--- config.mk ---
export PLATFORM = sky130hd
export DESIGN_NAME = bcd_countdown_timer_top
export DESIGN_NICKNAME = d
export VERILOG_FILES = /design/src/rtl/bcdt_pkg.sv /design/src/rtl/bcdt_digit_cell.sv /design/src/rtl/bcd_countdown_timer_top.sv
export SDC_FILE = /design/constraint.sdc
export NUM_CORES = 1
export LEC_CHECK = 0
export ABC_AREA = 1
export BUFFER_PORTS_ARGS = -buffer_cell sky130_fd_sc_hd__buf_2
export CAP_MARGIN = 15
export CORE_MARGIN = 5
export CORE_UTILIZATION = 50
export DETAILED_ROUTE_END_ITERATION = 12
export GPL_TIMING_DRIVEN = 0
export PLACE_DENSITY_LB_ADDON = 0.25
export SLEW_MARGIN = 0
export SYNTH_ARGS = -nofsm -noshare
export SYNTH_HDL_FRONTEND = slang
export SYNTH_SLANG_ARGS = --single-unit
--- constraint.sdc ---
create_clock -name clk -period 3.6 [get_ports clk]
set_input_delay 0.36 -clock clk [delete_from_list [all_inputs] [get_ports clk]]
set_output_delay 0.36 -clock clk [all_outputs]
set_load 0.05 [all_outputs]
--- src/rtl/bcdt_pkg.sv ---
// bcdt_pkg: shared types and constants for the BCD countdown timer.
// Used by bcdt_digit_cell and bcd_countdown_timer_top. No dependencies.
package bcdt_pkg;

    localparam int NDIG = 6;

    typedef logic [3:0] bcd_t;
    typedef logic [4:0] entry_digit_t;   // bit 4 marks the digit unset

    localparam entry_digit_t DIGIT_UNSET = 5'h10;

    // item kinds
    localparam logic [2:0] KIND_TICK   = 3'd0;
    localparam logic [2:0] KIND_CHAR   = 3'd1;
    localparam logic [2:0] KIND_FINISH = 3'd2;
    localparam logic [2:0] KIND_PAUSE  = 3'd3;
    localparam logic [2:0] KIND_RELOAD = 3'd4;

    // set error codes
    localparam logic [1:0] ERR_NONE     = 2'd0;
    localparam logic [1:0] ERR_TOO_MANY = 2'd1;
    localparam logic [1:0] ERR_BAD_CHAR = 2'd2;
    localparam logic [1:0] ERR_ZERO     = 2'd3;

    localparam logic [7:0] CHAR_ZERO  = 8'h30;
    localparam logic [7:0] CHAR_NINE  = 8'h39;
    localparam logic [7:0] CHAR_COLON = 8'h3A;

    localparam bcd_t WRAP_TENS = 4'd5;
    localparam bcd_t WRAP_ONES = 4'd9;

    // controls common to every cell of the row
    typedef struct packed {
        logic load;          // load count from load_val
        logic entry_clear;   // mark entry digit unset
        logic reload_copy;   // copy entry digit into reload copy
    } cell_ctrl_t;

endpackage

--- src/rtl/bcdt_digit_cell.sv ---
// bcdt_digit_cell: one BCD digit of the count, its entry digit and reload copy.
// Borrow ripples in from the less significant neighbour. Depends on bcdt_pkg.
module bcdt_digit_cell
(
    input  logic                  clk,
    input  logic                  rst_n,
    input  bcdt_pkg::cell_ctrl_t  ctrl,
    input  bcdt_pkg::bcd_t        wrap_digit,
    input  bcdt_pkg::bcd_t        load_val,
    input  logic                  borrow_in,
    input  logic                  entry_wr,
    input  bcdt_pkg::bcd_t        entry_val,
    output bcdt_pkg::bcd_t        count,
    output bcdt_pkg::entry_digit_t entry,
    output bcdt_pkg::entry_digit_t reload,
    output logic                  borrow_out
);
    import bcdt_pkg::*;

    bcd_t         count_reg,  count_next;
    entry_digit_t entry_reg,  entry_next;
    entry_digit_t reload_reg, reload_next;

    assign borrow_out = borrow_in && (count_reg == 4'd0);

    always_comb
    begin
        count_next = count_reg;
        if (ctrl.load)
        begin
            count_next = load_val;
        end
        else if (borrow_in)
        begin
            count_next = (count_reg == 4'd0) ? wrap_digit : count_reg - 4'd1;
        end

        entry_next = entry_reg;
        if (ctrl.entry_clear)
        begin
            entry_next = DIGIT_UNSET;
        end
        else if (entry_wr)
        begin
            entry_next = {1'b0, entry_val};
        end

        reload_next = ctrl.reload_copy ? entry_reg : reload_reg;
    end

    always_ff @(posedge clk or negedge rst_n)
    begin
        if (!rst_n)
        begin
            count_reg  <= 4'd0;
            entry_reg  <= DIGIT_UNSET;
            reload_reg <= DIGIT_UNSET;
        end
        else
        begin
            count_reg  <= count_next;
            entry_reg  <= entry_next;
            reload_reg <= reload_next;
        end
    end

    assign count  = count_reg;
    assign entry  = entry_reg;
    assign reload = reload_reg;

endmodule

--- src/rtl/bcd_countdown_timer_top.sv ---
// bcd_countdown_timer_top: six-digit BCD hh:mm:ss countdown with character entry.
// Each result word is registered and valid in the cycle after its word is accepted.
// Throughput one word per cycle unless m_tready stalls; the cell borrow ripple is combinational.
// Reset (rst_n, async, active low): count zero, entry and reload digits unset,
// not paused, no error, output empty. Depends on bcdt_pkg and bcdt_digit_cell.
module bcd_countdown_timer_top
(
    input  logic        clk,
    input  logic        rst_n,
    // input words
    input  logic        s_tvalid,
    output logic        s_tready,
    input  logic [7:0]  s_tdata,    // [7:0] char_code
    input  logic [2:0]  s_tuser,    // [2:0] kind
    // result words
    output logic        m_tvalid,
    input  logic        m_tready,
    output logic [31:0] m_tdata     // [3:0] hour_tens, [7:4] hour_ones,
                                    // [11:8] minute_tens, [15:12] minute_ones,
                                    // [19:16] second_tens, [23:20] second_ones,
                                    // [24] at_zero, [25] is_paused,
                                    // [27:26] set_error, [31:28] zero
);
    import bcdt_pkg::*;

    // ---------------------------------------------------------------------
    // Control state: entry cursor, latched entry error, pause, result slot
    // ---------------------------------------------------------------------
    logic [2:0] pos_reg,        pos_next;
    logic [1:0] group_left_reg, group_left_next;
    logic [1:0] entry_err_reg,  entry_err_next;
    logic       paused_reg,     paused_next;
    logic [1:0] report_reg,     report_next;
    logic       out_valid_reg,  out_valid_next;

    logic       accept;
    logic [2:0] kind;
    logic [7:0] char_code;

    // row of digit cells, index 0 = hour tens ... 5 = second ones
    cell_ctrl_t   cell_ctrl;
    bcd_t         count     [NDIG];
    entry_digit_t entry     [NDIG];
    entry_digit_t reload    [NDIG];
    bcd_t         load_val  [NDIG];
    entry_digit_t load_src  [NDIG];
    logic         entry_wr  [NDIG];
    logic         borrow    [NDIG+1];   // borrow[i+1] feeds cell i
                                        // borrow[0] stays low: no tick at zero

    logic       count_zero;
    logic       load_zero;
    logic       dec_en;
    logic       is_digit;
    logic       load_from_reload;
    logic [3:0] colon_pos;
    bcd_t       char_val;

    assign accept    = s_tvalid && s_tready;
    assign s_tready  = !out_valid_reg || m_tready;
    assign kind      = s_tuser;
    assign char_code = s_tdata;

    assign is_digit = (char_code >= CHAR_ZERO) && (char_code <= CHAR_NINE);
    assign char_val = 4'(char_code - CHAR_ZERO);

    always_comb
    begin
        count_zero = 1'b1;
        load_zero  = 1'b1;
        for (int i = 0; i < NDIG; i++)
        begin
            if (count[i] != 4'd0)
            begin
                count_zero = 1'b0;
            end
            if (load_val[i] != 4'd0)
            begin
                load_zero = 1'b0;
            end
        end
    end

    // decrement enters at the seconds ones cell and ripples up
    assign dec_en       = accept && (kind == KIND_TICK) && !paused_reg && !count_zero;
    assign borrow[NDIG] = dec_en;

    // Load source: reload copy for a reload word, entry digits for a finish.
    // A group with its ones digit unset takes its only digit as ones.
    assign load_from_reload = (kind == KIND_RELOAD);

    always_comb
    begin
        for (int i = 0; i < NDIG; i++)
        begin
            load_src[i] = load_from_reload ? reload[i] : entry[i];
        end
        for (int g = 0; g < NDIG; g += 2)
        begin
            if (load_src[g+1][4])
            begin
                load_val[g]   = 4'd0;
                load_val[g+1] = load_src[g][4] ? 4'd0 : load_src[g][3:0];
            end
            else
            begin
                load_val[g]   = load_src[g][3:0];
                load_val[g+1] = load_src[g+1][3:0];
            end
        end
    end

    assign colon_pos = {1'b0, pos_reg} + {2'b00, group_left_reg};

    always_comb
    begin
        pos_next        = pos_reg;
        group_left_next = group_left_reg;
        entry_err_next  = entry_err_reg;
        paused_next     = paused_reg;
        report_next     = report_reg;
        out_valid_next  = out_valid_reg;
        cell_ctrl       = '0;
        for (int i = 0; i < NDIG; i++)
        begin
            entry_wr[i] = 1'b0;
        end

        if (m_tready)
        begin
            out_valid_next = 1'b0;
        end

        if (accept)
        begin
            out_valid_next = 1'b1;
            case (kind)
                KIND_CHAR:
                begin
                    if (entry_err_reg == ERR_NONE)
                    begin
                        if (is_digit)
                        begin
                            if ((group_left_reg == 2'd0) || (pos_reg >= 3'(NDIG)))
                            begin
                                entry_err_next = ERR_TOO_MANY;
                            end
                            else
                            begin
                                for (int i = 0; i < NDIG; i++)
                                begin
                                    entry_wr[i] = (pos_reg == 3'(i));
                                end
                                pos_next        = pos_reg + 3'd1;
                                group_left_next = group_left_reg - 2'd1;
                            end
                        end
                        else if (char_code == CHAR_COLON)
                        begin
                            pos_next = (colon_pos > 4'(NDIG)) ? 3'(NDIG) : colon_pos[2:0];
                            group_left_next = 2'd2;
                        end
                        else
                        begin
                            entry_err_next = ERR_BAD_CHAR;
                        end
                    end
                end
                KIND_FINISH:
                begin
                    if (entry_err_reg == ERR_NONE)
                    begin
                        cell_ctrl.load        = 1'b1;
                        cell_ctrl.reload_copy = 1'b1;
                    end
                    cell_ctrl.entry_clear = 1'b1;
                    pos_next              = 3'd0;
                    group_left_next       = 2'd2;
                    entry_err_next        = ERR_NONE;
                end
                KIND_PAUSE:
                begin
                    paused_next = !paused_reg;
                end
                KIND_RELOAD:
                begin
                    cell_ctrl.load = 1'b1;
                end
                default:
                begin
                end
            endcase

            // report: outcome of a finish, else the error latched so far
            if (kind == KIND_FINISH)
            begin
                if (entry_err_reg != ERR_NONE)
                begin
                    report_next = entry_err_reg;
                end
                else
                begin
                    report_next = load_zero ? ERR_ZERO : ERR_NONE;
                end
            end
            else
            begin
                report_next = entry_err_next;
            end
        end
    end

    always_ff @(posedge clk or negedge rst_n)
    begin
        if (!rst_n)
        begin
            pos_reg        <= 3'd0;
            group_left_reg <= 2'd2;
            entry_err_reg  <= ERR_NONE;
            paused_reg     <= 1'b0;
            report_reg     <= ERR_NONE;
            out_valid_reg  <= 1'b0;
        end
        else
        begin
            pos_reg        <= pos_next;
            group_left_reg <= group_left_next;
            entry_err_reg  <= entry_err_next;
            paused_reg     <= paused_next;
            report_reg     <= report_next;
            out_valid_reg  <= out_valid_next;
        end
    end

    // ---------------------------------------------------------------------
    // Digit cell row: tens cells wrap to 5, ones cells to 9
    // ---------------------------------------------------------------------
    for (genvar i = 0; i < NDIG; i++)
    begin : g_cell
        if (i == 0)
        begin : g_msd
            bcdt_digit_cell u_cell
            (
                .clk        (clk),
                .rst_n      (rst_n),
                .ctrl       (cell_ctrl),
                .wrap_digit (WRAP_TENS),
                .load_val   (load_val[i]),
                .borrow_in  (borrow[i+1]),
                .entry_wr   (entry_wr[i]),
                .entry_val  (char_val),
                .count      (count[i]),
                .entry      (entry[i]),
                .reload     (reload[i]),
                .borrow_out (borrow[i])
            );
        end
        else
        begin : g_lsd
            bcdt_digit_cell u_cell
            (
                .clk        (clk),
                .rst_n      (rst_n),
                .ctrl       (cell_ctrl),
                .wrap_digit ((i % 2 == 0) ? WRAP_TENS : WRAP_ONES),
                .load_val   (load_val[i]),
                .borrow_in  (borrow[i+1]),
                .entry_wr   (entry_wr[i]),
                .entry_val  (char_val),
                .count      (count[i]),
                .entry      (entry[i]),
                .reload     (reload[i]),
                .borrow_out (borrow[i])
            );
        end
    end

    // State changes only on an accepted word, so the result word is read
    // straight from the state registers and holds while stalled.
    assign m_tvalid = out_valid_reg;
    assign m_tdata  = {4'b0000, report_reg, paused_reg, count_zero,
                       count[5], count[4], count[3], count[2], count[1], count[0]};

endmodule
-- After elaboration in Yosys (flattened, before gate mapping)
Index checks and enable logic that the tools add are counted.
- logic and storage cells: 189
- register bits after elaboration: 95
- mux-type cells: 84
- reduce and logical (&&, ||, !) cells: 54
- magnitude comparators: 4
- eq/ne operators: 13
- $add $sub $neg: 10
- operators with widths (kind ; count):
    $mux 5 ; 18
    $mux 4 ; 21
    $reduce_bool 4->1 ; 12
    $mux 6 ; 5
    $reduce_bool 2->1 ; 15
    $sub 4x1->4 const B ; 7
    $logic_not 4->1 ; 6
    $mux 2 ; 12
    $mux 8 ; 3
    $mux 3 ; 6
    $mux 1 ; 15
    $eq 3x2->1 const B ; 4
    $logic_and 1x1->1 ; 10
    $eq 3x3->1 const B ; 3
    $eq 8x6->1 const B ; 1
    $ge 8x6->1 const B ; 1
    $le 8x6->1 const B ; 1
    $pmux 2 s2 ; 2
    $eq 3x1->1 const B ; 2
    $logic_not 3->1 ; 2
    $ne 3x3->1 const B ; 2
    $pmux 3 s2 ; 1
    $reduce_and 5->1 ; 1
    $add 3x2->4 ; 1
    other kinds (10) ; 14

-- Logic depth before layout (Yosys ltp)
- depth in word-level cells: 16
- gate-level depth with buffers: 16
- depth with buffers taken out: 15

-- By module
A second synthesis with hierarchy kept.
- cell total of the unflattened synthesis: 829
- area, all modules: 5987.0 um^2
- by module, submodules not included (module ; area an instance (um^2) ; cells each ; seq. area each (um^2) ; instances):
    bcdt_digit_cell ; 669.4 ; 83 ; 352.8 ; 6
    bcd_countdown_timer_top ; 1970.6 ; 331 ; 276.5 ; 1

-- Worst setup path after synthesis
Ideal clock, no wire load.
- path kind: register -> register
- from: register out_valid_reg (netlist: m_tvalid)
- to: register g_cell[2].g_lsd.u_cell.count_reg[1]
- path slack: 1.213 ns
- cell stages (with the launch flop): 12
- buffers on the path: 2
- library setup time: 0.131 ns
- data required time: 3.469 ns
- arrival time: 2.256 ns
- path through: dfrtp_1 > nand2_1 > nand2_2 > nor2_1 > nand2_1 > o21ai_2 > inv_2 > buf_6 > buf_2 > o211ai_1 > nand3_1 > o21ai_0
- word-level cells in the longest chain between the ends: 10
- RTL lines (what ; line ; text):
    from (decl) ; bcd_countdown_timer_top.sv:34 ; logic out_valid_reg, out_valid_next;
    from (signal assigned) ; bcd_countdown_timer_top.sv:231 ; out_valid_reg <= out_valid_next;
    $logic_not 1->1 (*) ; bcd_countdown_timer_top.sv:60 ; assign s_tready = !out_valid_reg || m_tready;
    $logic_or 1x1->1 (*) ; bcd_countdown_timer_top.sv:60 ;
    via s_tready ; bcd_countdown_timer_top.sv:12 ; output logic s_tready,
    $logic_and 1x1->1 (*) ; bcd_countdown_timer_top.sv:59 ; assign accept = s_tvalid && s_tready;
    $logic_and 1x1->1 (3 in series) ; bcd_countdown_timer_top.sv:85 ; assign dec_en = accept && (kind == KIND_TICK) && !paused_reg && !count_zero;
    $logic_and 1x1->1 (3 in series) ; bcdt_digit_cell.sv:24 ; assign borrow_out = borrow_in && (count_reg == 4'd0);
    $reduce_bool 2->1 (no line) ; -- ;
    to (signal assigned) ; bcdt_digit_cell.sv:61 ; count_reg <= count_next;
    to (decl) ; bcdt_digit_cell.sv:20 ; bcd_t count_reg, count_next;
The timed path passes the listed nets; every way through them passes the cells marked *.
A chain may end at the register's enable or synchronous reset.

-- Worst setup path in the final report
- from: register g_cell[3].g_lsd.u_cell.count_reg[0]
- to: output m_tdata[24]
- word-level cells in the longest chain between the ends: 4
- RTL lines (what ; line ; text):
    from (decl) ; bcdt_digit_cell.sv:20 ;
    from (signal assigned) ; bcdt_digit_cell.sv:61 ;
    $reduce_bool 4->1 ; bcd_countdown_timer_top.sv:73 ; if (count[i] != 4'd0)
    $mux 1 (3 in series) ; bcd_countdown_timer_top.sv:73 ;
    to (decl) ; bcd_countdown_timer_top.sv:18 ; output logic [31:0] m_tdata
No other way between the ends.

==> metrics <==
FF-to-FF Start m_tvalid; post-DR wirelength/cell 14.4 microns; largest net degree at the start of global routing around 70; Total Wirelength 12.8 mm; Critical Path Sink m_tdata[24]; layout cells sized above 1 16.0%; post-CTS setup buffer count 0; Die H 113 microns; CP max FO 5; worst reg2reg path depth 10; worst hold path type in -> reg; switch share 44.2%; initial core utilization 51.1%; initial antenna violation count 0; clock sink count 95; Fin Setup TNS 0 ns; placed cell count a little under 900; CTS Buf Count 9; RSZ-0062 raised after global routing no; CORE AREA 10300 sq um; die span in x 113 microns; Routed Antenna Nets 0; VDD IR max 0.377 mV; Seq cells post-synth 95; Global Route Usage Sum a little over a fifth; final instance count without filler cells 887; max frequency ~0.41 GHz; Pint between 0.002 and 0.0025 W; crit path DAT 2.07 ns; grt ovf 0; crit end category output pin; DR iter-0 viols 358; vias in the first global route 4609; Worst Setup Start Kind flip-flop; final setup fails 0; Seq/Total Area, Yosys 45.4%; R2R Setup Slk 1.57 ns; combinational share of power 41.4%; Worst R2R End g_cell[5].g_lsd.u_cell.count[1]; Slew Limit Fails 0; post-synth cell types 43; synth-to-layout area growth 12.6%; clock network fraction of design power 18.7%; Synth Warn # 0; Avg Inst Size Synth 7.69 sq um; CP required approximately 3.2 ns; Tcrit/Tclk final about two thirds; DRC viols 0; Post-Syn Area 5280 sq um; MaxCap Viol Count 0; Final Skew around 0.013 ns; clock tree root buffer cell clkbuf_8; switching power total 0.00187 W; outcome finished, final reports clean; origin of the worst setup path g_cell[3].g_lsd.u_cell.count[0]; DP HPWL 9.75 mm; synth top area cells dfrtp_1, nand2_1, o21ai_0; CTS Buffer Depth 2; CTS clk-pin slew, worst paths 0.10 ns; RD Place Congestion 0.839; FP Rows 37; Seq pwr share 39.9%; final net count 770; TritonCTS clock tree yes; Ant. Diodes 0; Skew-Pair Late Insertion Delay 0.37 ns; Synth Instances 686; Final Hold Fails 0; Ports 49; DRT Pass-1 Iters 7; Port Buf Inserts 44; die area 12700 sq um; vias post-DR roughly 4800; Vias per Instance 5.36; LEAKAGE 3.10 nW; fin crit period 2.43 ns; Yosys top cell area share 38.9%; first-pass GRT wire length 21.8 mm; H-tree levels 3; power density over the cells around 700 nW/um^2; WS Path Type reg -> out; Yosys top cell by area dfrtp_1
==> cell usage after synthesis (all sizes together) <==
library cell  number
a221oi             1
or2                1
nand3             57
nor3               1
o22ai              2
nand2            203
inv               71
o2111ai            1
fa                 1
nand4              6
nand3b             3
dfrtp             82
a31o               1
clkinv             1
o21a               4
o221a              1
mux2              12
o31ai              1
o21ai             97
a21oi             23
ha                 8
buf               19
mux2i              2
clkbuf             7
xnor2              1
o211ai             5
a31oi              2
dfstp             13
conb               1
xor2               2
nor2              57
==> kinds of logic after synthesis <==
group / share of synthesized area [%]
adders and majority gates: 2.28
other: 0.0711
muxes: 2.94
DFF: 45.4
AOI/OAI and AO/OA: 14.3
and+or+nand+nor: 26.4
buffers and inverters: 8.18
xor gates and xnor gates: 0.498
==> per-layer routing <==
metal	track usage (%)	wire, microns
met4	9.21	422
met3	2.89	537
met1	26.8	5690
met5	0	0
met2	35.7	6100
==> worst min path at each step <==
stage                               startpoint                         endpoint  slack, ns  depth (start not counted)
2_1_floorplan                            rst_n                 entry_err_reg[0]       0.06                          0
3_3_place_gp   g_cell[0].g_msd.u_cell.entry[4]  g_cell[0].g_msd.u_cell.entry[4]       0.45                          2
3_5_place_dp                             rst_n  g_cell[1].g_lsd.u_cell.count[1]       0.32                          1
4_1_cts                               m_tready                         m_tvalid       0.27                          4
5_1_grt                               m_tready                         m_tvalid       0.30                          4
6_report                              m_tready                         m_tvalid       0.28                          4
==> per-stage QoR <==
stage / hold slack [ns] / util (%) / worst slack, ns / instance area (sq um) / total power (W)
final: 0.278 / 57.5 / 1.17 / 5940 / 0.00423
after global routing: 0.305 / 57.5 / 1.03 / 5940 / 0.00454
after CTS: 0.268 / 57.5 / 1.17 / 5940 / 0.00424
after detailed placement: 0.319 / 55.3 / 1.36 / 5710 / 0.00345
after global placement: 0.454 / 55.0 / 1.26 / 5680 / 0.00339
after floorplan: 0.0644 / - / 1.21 / 5290 / 0.00300
==> power groups by stage <==
stage          clock network (W)  registers [W]  logic [W]
3_3_place_gp                   0        0.00169    0.00170
6_report                0.000791        0.00169    0.00175
5_1_grt                 0.000851        0.00174    0.00195
3_5_place_dp                   0        0.00170    0.00174
2_1_floorplan                  0        0.00207   0.000930
4_1_cts                 0.000801        0.00168    0.00175
==> critical path, stage by stage, from the launching register on <==
cell	delay (ns)
dfrtp_1	0.44
nor2_1	0.27
nand3_1	0.20
nor2_1	0.17
nand3_1	0.17
inv_1	0.10
buf_4	0.10
buf_2	0.24
==> what timing repair did <==
item,CTS,global route
setup endpoints to repair,0,0
hold buffers,1,0
endpoints found under the hold margin,27,0
gates resized for setup,0,0
==> layout by cell type (no fill, tap or decap), types with 2 or more instances in the layout <==
cell,instances
ha_1,8
nor2_4,2
o211ai_1,5
nand4_1,6
a21oi_1,23
o21ai_1,12
nor2_2,2
nand2_1,199
o21ai_0,83
buf_6,4
buf_4,7
mux2i_1,2
xor2_1,2
clkbuf_8,9
mux2_2,12
nand3_2,2
dfstp_2,13
buf_2,51
clkinv_4,2
bufinv_16,2
o22ai_1,2
nand3b_1,3
nand2_4,3
nand3_1,55
clkbuf_1,8
conb_1,4
dfrtp_1,82
inv_1,70
a31oi_1,2
nor2_1,53
o21a_1,4
==> cell type report <==
type / instances / area (sq um)
fillers: 946 / 4380
multi-input cells: 496 / 2460
flip-flops and latches: 95 / 2390
inverters: 72 / 272
repair buffers: 46 / 260
well taps: 136 / 170
plain buffers: 26 / 160
clock buffers: 10 / 128
clock inverters: 6 / 93.8
(Power assumes the default switching activity.)
